File: config.mk
export PLATFORM = sky130hd
export DESIGN_NAME = cpu_ea_calc
export DESIGN_NICKNAME = d
export VERILOG_FILES = /design/src/cpu_65816_effective_address_assert.svh /design/src/cpu_ea_pkg.sv /design/src/cpu_ea_calc.sv
export SDC_FILE = /design/constraint.sdc
export NUM_CORES = 1
export LEC_CHECK = 0
export BUFFER_PORTS_ARGS = -buffer_cell sky130_fd_sc_hd__buf_4
export CORE_MARGIN = 3
export CORE_UTILIZATION = 30
export DETAILED_ROUTE_END_ITERATION = 10
export PLACE_DENSITY = 0.57
export SETUP_SLACK_MARGIN = 0.2
export SLEW_MARGIN = 20
export SYNTH_ARGS = -nofsm -noshare
export SYNTH_HDL_FRONTEND = slang
export SYNTH_SLANG_ARGS = --single-unit
File: constraint.sdc
create_clock -name vclk -period 9.8
set_input_delay 0.98 -clock vclk [all_inputs]
set_output_delay 0.98 -clock vclk [all_outputs]
set_load 0.005 [all_outputs]
File: src/cpu_65816_effective_address_assert.svh
// Assertion macros shared by the effective address block.
`ifndef CPU_65816_EFFECTIVE_ADDRESS_ASSERT_SVH
`define CPU_65816_EFFECTIVE_ADDRESS_ASSERT_SVH

// same-cycle implication
`define CEA_ASSERT_NOW(label, clk, rst, cond, prop) \
   label: assert property (@(posedge clk) disable iff (rst) (cond) |-> (prop)) \
      else $error("same-cycle check failed");

// next-cycle implication
`define CEA_ASSERT_NEXT(label, clk, rst, cond, prop) \
   label: assert property (@(posedge clk) disable iff (rst) (cond) |=> (prop)) \
      else $error("next-cycle check failed");

`endif

File: src/cpu_ea_pkg.sv
// Types and constants of the effective address block.
package cpu_ea_pkg;

   localparam int MEM_ADDR_BITS_DEF = 17;

   localparam logic OP_WRITE  = 1'b0;
   localparam logic OP_DECODE = 1'b1;

   typedef enum logic [4:0] {
      MODE_DP       = 5'd0,
      MODE_DPX      = 5'd1,
      MODE_DPY      = 5'd2,
      MODE_IDP      = 5'd3,
      MODE_IDPX     = 5'd4,
      MODE_IDPY     = 5'd5,
      MODE_ILDP     = 5'd6,
      MODE_ILDPY    = 5'd7,
      MODE_ADDR     = 5'd8,
      MODE_ADDR_PC  = 5'd9,
      MODE_ADDRX    = 5'd10,
      MODE_ADDRY    = 5'd11,
      MODE_IADDR_PC = 5'd12,
      MODE_IADDRX   = 5'd13,
      MODE_ILADDR   = 5'd14,
      MODE_LONG     = 5'd15,
      MODE_LONGX    = 5'd16,
      MODE_SR       = 5'd17,
      MODE_ISRY     = 5'd18,
      MODE_RELB     = 5'd19,
      MODE_RELW     = 5'd20
   } mode_type;

   typedef enum logic [2:0] {
      ST_IDLE,
      ST_CALC,
      ST_RD1,
      ST_RD2,
      ST_RD3,
      ST_FIN
   } state_type;

   typedef struct packed {
      logic [4:0]  mode;
      logic [23:0] operand;
      logic [15:0] dp_reg;
      logic [15:0] x_index;
      logic [15:0] y_index;
      logic [15:0] stack_ptr;
      logic [7:0]  data_bank;
      logic [7:0]  pc_bank;
      logic [15:0] pc_word;
   } req_item_type;

   typedef struct packed {
      logic        is_ptr;
      logic        is_long;
      logic [15:0] ptr_addr;
      logic [23:0] direct;
   } plan_type;

endpackage

File: src/cpu_ea_calc.sv
// Mode decode: pointer address, direct address and final address from a pointer.
module cpu_ea_calc (
   input  cpu_ea_pkg::req_item_type item,
   input  logic [23:0]              ptr,
   output cpu_ea_pkg::plan_type     plan,
   output logic [23:0]              final_addr
);
   import cpu_ea_pkg::*;

   logic [15:0] a16;
   logic [15:0] dpa;
   logic [15:0] dpxa;
   logic [15:0] dpya;
   logic [15:0] sra;
   logic [23:0] db_a;
   logic [23:0] pb_a;
   logic [23:0] db_p;

   assign a16  = item.operand[15:0];
   assign dpa  = item.dp_reg + a16;
   assign dpxa = item.dp_reg + item.x_index + a16;
   assign dpya = item.dp_reg + item.y_index + a16;
   assign sra  = item.stack_ptr + {8'h00, item.operand[7:0]};
   assign db_a = {item.data_bank, a16};
   assign pb_a = {item.pc_bank, a16};
   assign db_p = {item.data_bank, ptr[15:0]};

   always_comb begin
      plan = '0;
      case (mode_type'(item.mode))
         MODE_DP:       plan.direct = {8'h00, dpa};
         MODE_DPX:      plan.direct = {8'h00, dpxa};
         MODE_DPY:      plan.direct = {8'h00, dpya};
         MODE_IDP, MODE_IDPY: begin
            plan.is_ptr   = 1'b1;
            plan.ptr_addr = dpa;
         end
         MODE_IDPX: begin
            plan.is_ptr   = 1'b1;
            plan.ptr_addr = dpxa;
         end
         MODE_ILDP, MODE_ILDPY: begin
            plan.is_ptr   = 1'b1;
            plan.is_long  = 1'b1;
            plan.ptr_addr = dpa;
         end
         MODE_ISRY: begin
            plan.is_ptr   = 1'b1;
            plan.ptr_addr = sra;
         end
         MODE_ADDR:     plan.direct = db_a;
         MODE_ADDR_PC:  plan.direct = pb_a;
         MODE_ADDRX:    plan.direct = db_a + {8'h00, item.x_index};
         MODE_ADDRY:    plan.direct = db_a + {8'h00, item.y_index};
         MODE_IADDR_PC: plan.direct = pb_a;
         MODE_IADDRX:   plan.direct = {item.pc_bank, a16 + item.x_index};
         MODE_ILADDR:   plan.direct = item.operand;
         MODE_LONG:     plan.direct = item.operand;
         MODE_LONGX:    plan.direct = item.operand + {8'h00, item.x_index};
         MODE_SR:       plan.direct = {8'h00, sra};
         MODE_RELB:     plan.direct = {item.pc_bank, item.pc_word + 16'd2}
                                      + {{16{item.operand[7]}}, item.operand[7:0]};
         MODE_RELW:     plan.direct = {item.pc_bank, item.pc_word + 16'd3}
                                      + {{8{item.operand[15]}}, item.operand[15:0]};
         default:       plan = '0;
      endcase
   end

   always_comb begin
      case (mode_type'(item.mode))
         MODE_IDP, MODE_IDPX:  final_addr = db_p;
         MODE_IDPY, MODE_ISRY: final_addr = db_p + {8'h00, item.y_index};
         MODE_ILDP:            final_addr = ptr;
         MODE_ILDPY:           final_addr = ptr + {8'h00, item.y_index};
         default:              final_addr = '0;
      endcase
   end

endmodule

After elaboration in Yosys (flattened, before gate mapping)

Index checks and enable logic that the tools add are counted.

ROM bits: 0
Memories kept: 0
Word-level logic and storage cells: 49
Memory bits (writable): 0
Bits of input ports: 149
Output and inout port bits: 66
Register bits: 0
Bits in latches: 0

Muxes and demuxes: 5
Order comparisons: 0
Add/sub/neg operators: 16
Reduce and logical (&&, ||, !) cells: 8
Bitwise operators: 0
Eq/ne operators: 20
Shift-type cells: 0
Divide/modulo/power cells: 0
Multiply operators: 0

Operators by type and width:

| kind                                                 | number |
|---|---|
| case mux 24 bit (13 select lines)                    | 1 |
| adder 24 x 16 -> 24 bit                              | 5 |
| adder 16 bit                                         | 6 |
| case mux 24 bit (4 select lines)                     | 1 |
| adder 24 bit                                         | 2 |
| case mux 16 bit (3 select lines)                     | 1 |
| equality test 5 x 4 -> 1 bit (second input constant) | 8 |
| adder 16 x 2 -> 16 bit (second input constant)       | 2 |
| equality test 5 bit (second input constant)          | 5 |
| equality test 5 x 3 -> 1 bit (second input constant) | 4 |
| adder 16 x 8 -> 16 bit                               | 1 |
| equality test 5 x 2 -> 1 bit (second input constant) | 2 |
| OR reduction 2 bit                                   | 5 |
| OR reduction 6 bit                                   | 1 |
| equality test 5 x 1 -> 1 bit (second input constant) | 1 |
| logical NOT 5 bit                                    | 1 |
| OR reduction 4 bit                                   | 1 |
| two-way mux 1 bit                                    | 2 |

Longest topological paths before layout

Gate-level depths: netlist of run 1.

Depth in word-level cells: 3
Gate-level depth with buffers: 18
Gate-level depth less buffers: 17

Worst setup path after synthesis of run 1

No wires, ideal clock.

Path type: input to output
Start: in item[4] (netlist name)
End: out plan[15] (netlist name)
Data arrival time: 4.110 ns
Setup slack: 4.710 ns
Stages on the path: 15
Required time: 8.820 ns
Buffers on the path: 1
Cell sequence: clkbuf_1 > nand2_1 > nor3_1 > nand3_1 > xnor2_1 > ha_1 > a211o_1 > a2111oi_2 > o21ai_1 > a221oi_4 > xnor2_1 > a22oi_1 > o21ai_1 > a2111oi_2 > o221ai_1

RTL lines:

| what               | RTL line         | source |
|---|---|---|
| start: declaration | cpu_ea_calc.sv:3 | `input cpu_ea_pkg::req_item_type item,` |
| end: declaration   | cpu_ea_calc.sv:5 | `output cpu_ea_pkg::plan_type plan,` |

==> flow_summary.toml, run 1 <==
[clocking]
hold_buffers = 0
ctsResizeCount = 0
cts_setup_buffers = 0

[worst_setup_path]
arrival_ns = 5.05
slowest_stage = "nor3_1"
crit_start = "item[1]"
slowest_delay_ns = 0.64
critPathBufInv = 3
cp.required_ns = 8.82
cp-start-kind = "primary input"
cp_max_fo = 6
worstSetupPathType = "in2out"
critical_path.endpoint_type = "primary output"
critPathTopFamily = "compound AO/OA/AOI/OAI gates"
crit_chain = "buf_4 > inv_1 > ha_1 > nor3_1 > nand3_1 > xnor2_1 > ha_1 > a211o_1 > a2111oi_2 > o21ai_1 > a221oi_4 > xnor2_1 > a22oi_1 > o21ai_1 > a2111oi_2 > o221ai_1 > buf_4"

[timing]
hold_viol = 0
slew_headroom = 0.3338
fin_ws_ns = 3.765
slew_violations = 0
tns_ns = 0
post-route-min-period_ns = 6.035
rsz0062_at_grt = "false"
finalSetupViolations = 0
final.period_utilization = 0.6158
worst_pin_slew_ns = 0.9993
fmax_ghz = 0.1657

[power_and_ir_drop]
internal_power_w = 0.0003830
switchingPower_w = 0.0005149
swShare = 0.5734
combinationalPowerShare = 1.000
clkPwrFrac = 0
seqPwrFrac = 0
power.leakage_nw = 5.512
p_per_area_nw_per_um2 = 71.09
peakVddDrop_uv = 20.56

[logic_synthesis]
yosysMostFrequentCell = "ha_1"
ys_types = 81
syn_area_sq_um = 10500
syn-instance-count = 1444
synth.largest_area_cell = "ha_1"
yosys-top-cells-count = "149 x ha_1, 123 x nand2_1, 117 x a21oi_1"
synth-warning-count = 0
synth_fp_nets = 1781
synth_area_leaders = "ha_1 18%, xnor2_1 9.3%, fa_1 7.4%"
synth_top_area_share = 0.1776
seq_area_frac_synth = 0
syn_avg_cell_area_sq_um = 7.268

[floorplan]
die_h_um = 193.0
io_pins = 215
initial_core_util = 0.3084
die_area_sq_um = 37260
core_sq_um = 34040
rows = 67
die_w_um = 193.0

[finish]
final_nets = 1967
area.growth.synth_to_final_pct = 20.34
n_clock_buffer = 0
num_antenna_cells = 0
ff_latch_area_sq_um = 0
seq_cells = 0
drive_gt1_frac = 0.1591

[route]
via_per_inst = 5.867
antenna_left = 0
wl_per_cell_um = 21.24
drt-initial-drc-count = 1035
dr.pass1.iters = 9
drc = 0
routed_wl_um = 44090
routed-via-count = 12180

[grt]
antenna_found_initial = 0
grt_max_degree = 26
grt.overflow.total = 0
grt_pass1_vias = 11720
grt.total_usage = 0.2262
grt_pass1_wl_um = 66370

[place]
place_hpwl_um = 37390
pre_cts_ws_ns = 3.725
io_buffers = 215
globalplace.congestion = 0.9713

[hold_path]
min-delay-path-class = "in2out"
hold_start = "ptr[8]"

[run_status]
status = "completed"

[job]
drv_cap = 0
## final timing paths
kind	end	cells after the start
setup / recovery	plan[15]	17
hold / removal	final_addr[8]	4
## routing by layer
layer | GRT usage | share of wire
met2 | 0.3753 | 0.45
met4 | 0.02503 | 0.012
met5 | 0 | 0
met3 | 0.02007 | 0.079
met1 | 0.3288 | 0.46
## final cells by class
class | count | area [sq um]
Fill cell | 3678 | 21410
Multi-Input combinational cell | 1349 | 10160
Timing Repair Buffer | 229 | 1719
Tap cell | 448 | 560.5
Inverter | 50 | 187.7
## per-stage QoR
stage | hold WS, ns | utilization | cell area [sq um] | total power, W | instances
floorplan | 2.064 | - | 10500 | 0.0005860 | 1444
global placement | 2.246 | 0.3709 | 12620 | 0.0008739 | 2076
detailed placement | 2.246 | 0.3711 | 12630 | 0.0008788 | 2076
CTS | 2.252 | 0.3711 | 12630 | 0.0008859 | 2076
global route | 2.270 | 0.3711 | 12630 | 0.0009894 | 2076
finish | 2.248 | 0.3711 | 12630 | 0.0008979 | 2076
## cells by family after synthesis
| logic type | synth area share |
|---|---|
| AO/OA/AOI/OAI | 0.3451 |
| XOR/XNOR | 0.1402 |
| adder cells (fa/ha/maj) | 0.2520 |
| buffers and inverters | 0.03600 |
| multiplexers | 0.02217 |
| AND/OR/NAND/NOR | 0.2045 |
## power by group through the flow
stage | Sequential (W) | Clock [W] | Combinational (W)
6_report | 0 | 0 | 0.000898
3_3_place_gp | 0 | 0 | 0.000874
4_1_cts | 0 | 0 | 0.000886
3_5_place_dp | 0 | 0 | 0.000879
2_1_floorplan | 0 | 0 | 0.000586
5_1_grt | 0 | 0 | 0.000989
## placed cells by master, fill, tap and decap left out, types with 6 or more instances in the layout
| cell | n |
|---|---|
| nor3_1 | 27 |
| o21a_1 | 29 |
| a21oi_1 | 117 |
| xnor2_1 | 111 |
| or3_1 | 14 |
| nand2_1 | 123 |
| a31oi_1 | 14 |
| nand2b_1 | 21 |
| a221oi_1 | 18 |
| xor2_1 | 57 |
| nor4_1 | 9 |
| ha_1 | 149 |
| inv_1 | 47 |
| and2_1 | 6 |
| buf_4 | 229 |
| o21ai_1 | 6 |
| o22ai_1 | 18 |
| o21ai_0 | 112 |
| nor2b_1 | 19 |
| o211ai_1 | 12 |
| mux2i_1 | 21 |
| nor2_1 | 97 |
| a222oi_1 | 11 |
| a211oi_1 | 11 |
| a22oi_1 | 31 |
| and3_1 | 13 |
| nand4_1 | 18 |
| a211o_1 | 8 |
| o2111ai_1 | 9 |
| a21o_1 | 50 |
| fa_1 | 39 |
| o21bai_1 | 21 |
| nand3_1 | 56 |
| o221ai_1 | 7 |
Note: power is estimated with default switching activity, not from simulation.
==> inputs of run 2 (changes only) <==
ABC_AREA = 1   (was unset)
PLACE_DENSITY = 0.56   (was 0.57)
clock period = 6.2 ns   (was 9.8 ns; I/O delays follow)
==> flow_summary.toml, run 2 <==
[floorplan]
io_pins = 215
rows = 75
die_h_um = 213.8
initial_core_util = 0.3062
die_area_sq_um = 45730
die_w_um = 213.8
core_sq_um = 42320

[route]
dr.pass1.iters = 6
routed_wl_um = 61610
drc = 0
antenna_left = 0
drt-initial-drc-count = 1514
routed-via-count = 16930
via_per_inst = 5.217
wl_per_cell_um = 18.98

[worst_setup_path]
critical_path.endpoint_type = "primary output"
crit_end = "plan[15]"
slowest_stage = "ha_1"
crit_start = "item[1]"
crit_top_cell = "nand2_1"
cp_max_fo = 5
slowest_delay_ns = 0.36
cp-start-kind = "primary input"
cp.required_ns = 5.58
arrival_ns = 3.90
worstSetupPathType = "in2out"
crit_chain = "buf_4 > inv_1 > ha_1 > nor2_1 > inv_1 > nor2_1 > inv_1 > nor2_1 > xnor2_1 > inv_1 > ha_1 > nand2_1 > nor2_1 > nand2_1 > inv_1 > nand2_1 > nand2_1 > nand2_1 > nand3_1 > nand2_1 > nor2_1 > nand3_1 > buf_4"

[finish]
area.growth.synth_to_final_pct = 17.26
ff_latch_area_sq_um = 0
final_cell_mix = "877 x nand2_1, 344 x inv_1, 279 x nand3_1, 219 x nor2_1, 218 x buf_4"
multi_input_area_sq_um = 11510
num_antenna_cells = 0
fillCellCount = 4875
seq_cells = 0
n_clock_buffer = 0
final_common_cell = "nand2_1"
final_nets = 3007
drive_gt1_frac = 0.1023

[power_and_ir_drop]
internal_power_w = 0.0005485
peakVddDrop_uv = 37.36
power.leakage_nw = 8.456
p_per_area_nw_per_um2 = 102.1
switchingPower_w = 0.001003
combinationalPowerShare = 1.000
clkPwrFrac = 0
swShare = 0.6464
seqPwrFrac = 0

[logic_synthesis]
synth_fp_nets = 2807
yosysMostFrequentCell = "nand2_1"
synth-warning-count = 0
syn_avg_cell_area_sq_um = 5.247
ys_types = 49
syn_area_sq_um = 12960
yosys-top-cells-count = "877 x nand2_1, 344 x inv_1, 279 x nand3_1"
synth_top_area_share = 0.2540
synth.largest_area_cell = "nand2_1"
seq_area_frac_synth = 0
syn-instance-count = 2470
synth_area_leaders = "nand2_1 25%, ha_1 14%, nand3_1 11%"

[grt]
grt_pass1_vias = 15690
grt.overflow.total = 0
grt_max_degree = 26
grt.total_usage = 0.2598
antenna_found_initial = 1
grt_pass1_wl_um = 91980

[timing]
hold_slack_ns = 1.523
finalSetupViolations = 0
final.period_utilization = 0.7283
tns_ns = 0
hold_viol = 0
rsz0062_at_grt = "false"
fmax_ghz = 0.2215
slew_violations = 0
post-route-min-period_ns = 4.515
worst_pin_slew_ns = 0.9248
slew_headroom = 0.3828

[place]
io_buffers = 215
globalplace.congestion = 0.9794
place_hpwl_um = 53710

[hold_path]
min-delay-path-class = "in2out"
hold_start = "ptr[7]"

[job]
drv_cap = 0

[clocking]
ctsResizeCount = 0
cts_setup_buffers = 0
hold_buffers = 0

[run_status]
status = "completed"
==> run 2: power groups by stage <==
stage | clock network [W] | logic [W] | registers, W
after CTS | 0 | 0.00153 | 0
after detailed placement | 0 | 0.00152 | 0
after global placement | 0 | 0.00151 | 0
final | 0 | 0.00155 | 0
after floorplan | 0 | 0.000969 | 0
after global routing | 0 | 0.00172 | 0
==> run 2: per-layer routing <==
layer,track usage,up-vias,part of all wire,wire (um)
li1,-,8461,-,-
met5,0,-,0,0
met2,0.4185,641,0.43,26300
met4,0.03806,0,0.018,1118
met3,0.02209,53,0.070,4320
met1,0.3850,7775,0.48,29860
==> run 2: layout make-up <==
class,instances,share of cell area
Timing Repair Buffer,218,0.1077
Tap cell,577,0.04751
Inverter,354,0.08760
Multi-Input combinational cell,2096,0.7572
==> run 2: per-stage QoR <==
step | cell area, sq um | cells | util | worst slack [ns] | total power [W]
6_report | 15200 | 3245 | 0.3591 | 1.685 | 0.001551
5_1_grt | 15200 | 3245 | 0.3591 | 1.368 | 0.001721
2_1_floorplan | 12960 | 2470 | - | 2.796 | 0.0009692
3_3_place_gp | 15200 | 3245 | 0.3591 | 1.732 | 0.001508
4_1_cts | 15200 | 3245 | 0.3591 | 1.735 | 0.001526
3_5_place_dp | 15200 | 3245 | 0.3591 | 1.753 | 0.001516
==> run 2: critical path, delay by kind of cell <==
family                     cells  cell delay [ns]
buffers and inverters          7             0.68
adders and majority gates      2             0.58
xor gates and xnor gates       1             0.18
and+or+nand+nor               13             1.82
==> run 2: how the worst min path moves through the flow <==
stage | endpoint | cells past startpoint
finish | final_addr[7] | 4
global placement | final_addr[15] | 4
CTS | final_addr[12] | 4
detailed placement | final_addr[12] | 4
floorplan | final_addr[11] | 2
global route | final_addr[12] | 4
==> run 2: kinds of logic (layout without fill, tap and decap cells) <==
| logic type | Yosys count | in the layout | share of synthesized area |
|---|---|---|---|
| and+or+nand+nor | 1530 | 1530 | 0.5056 |
| buffers and inverters | 374 | 572 | 0.1121 |
| AOI/OAI and AO/OA | 312 | 312 | 0.1336 |
| adders and majority gates | 188 | 188 | 0.2041 |
| xor gates and xnor gates | 66 | 66 | 0.04460 |
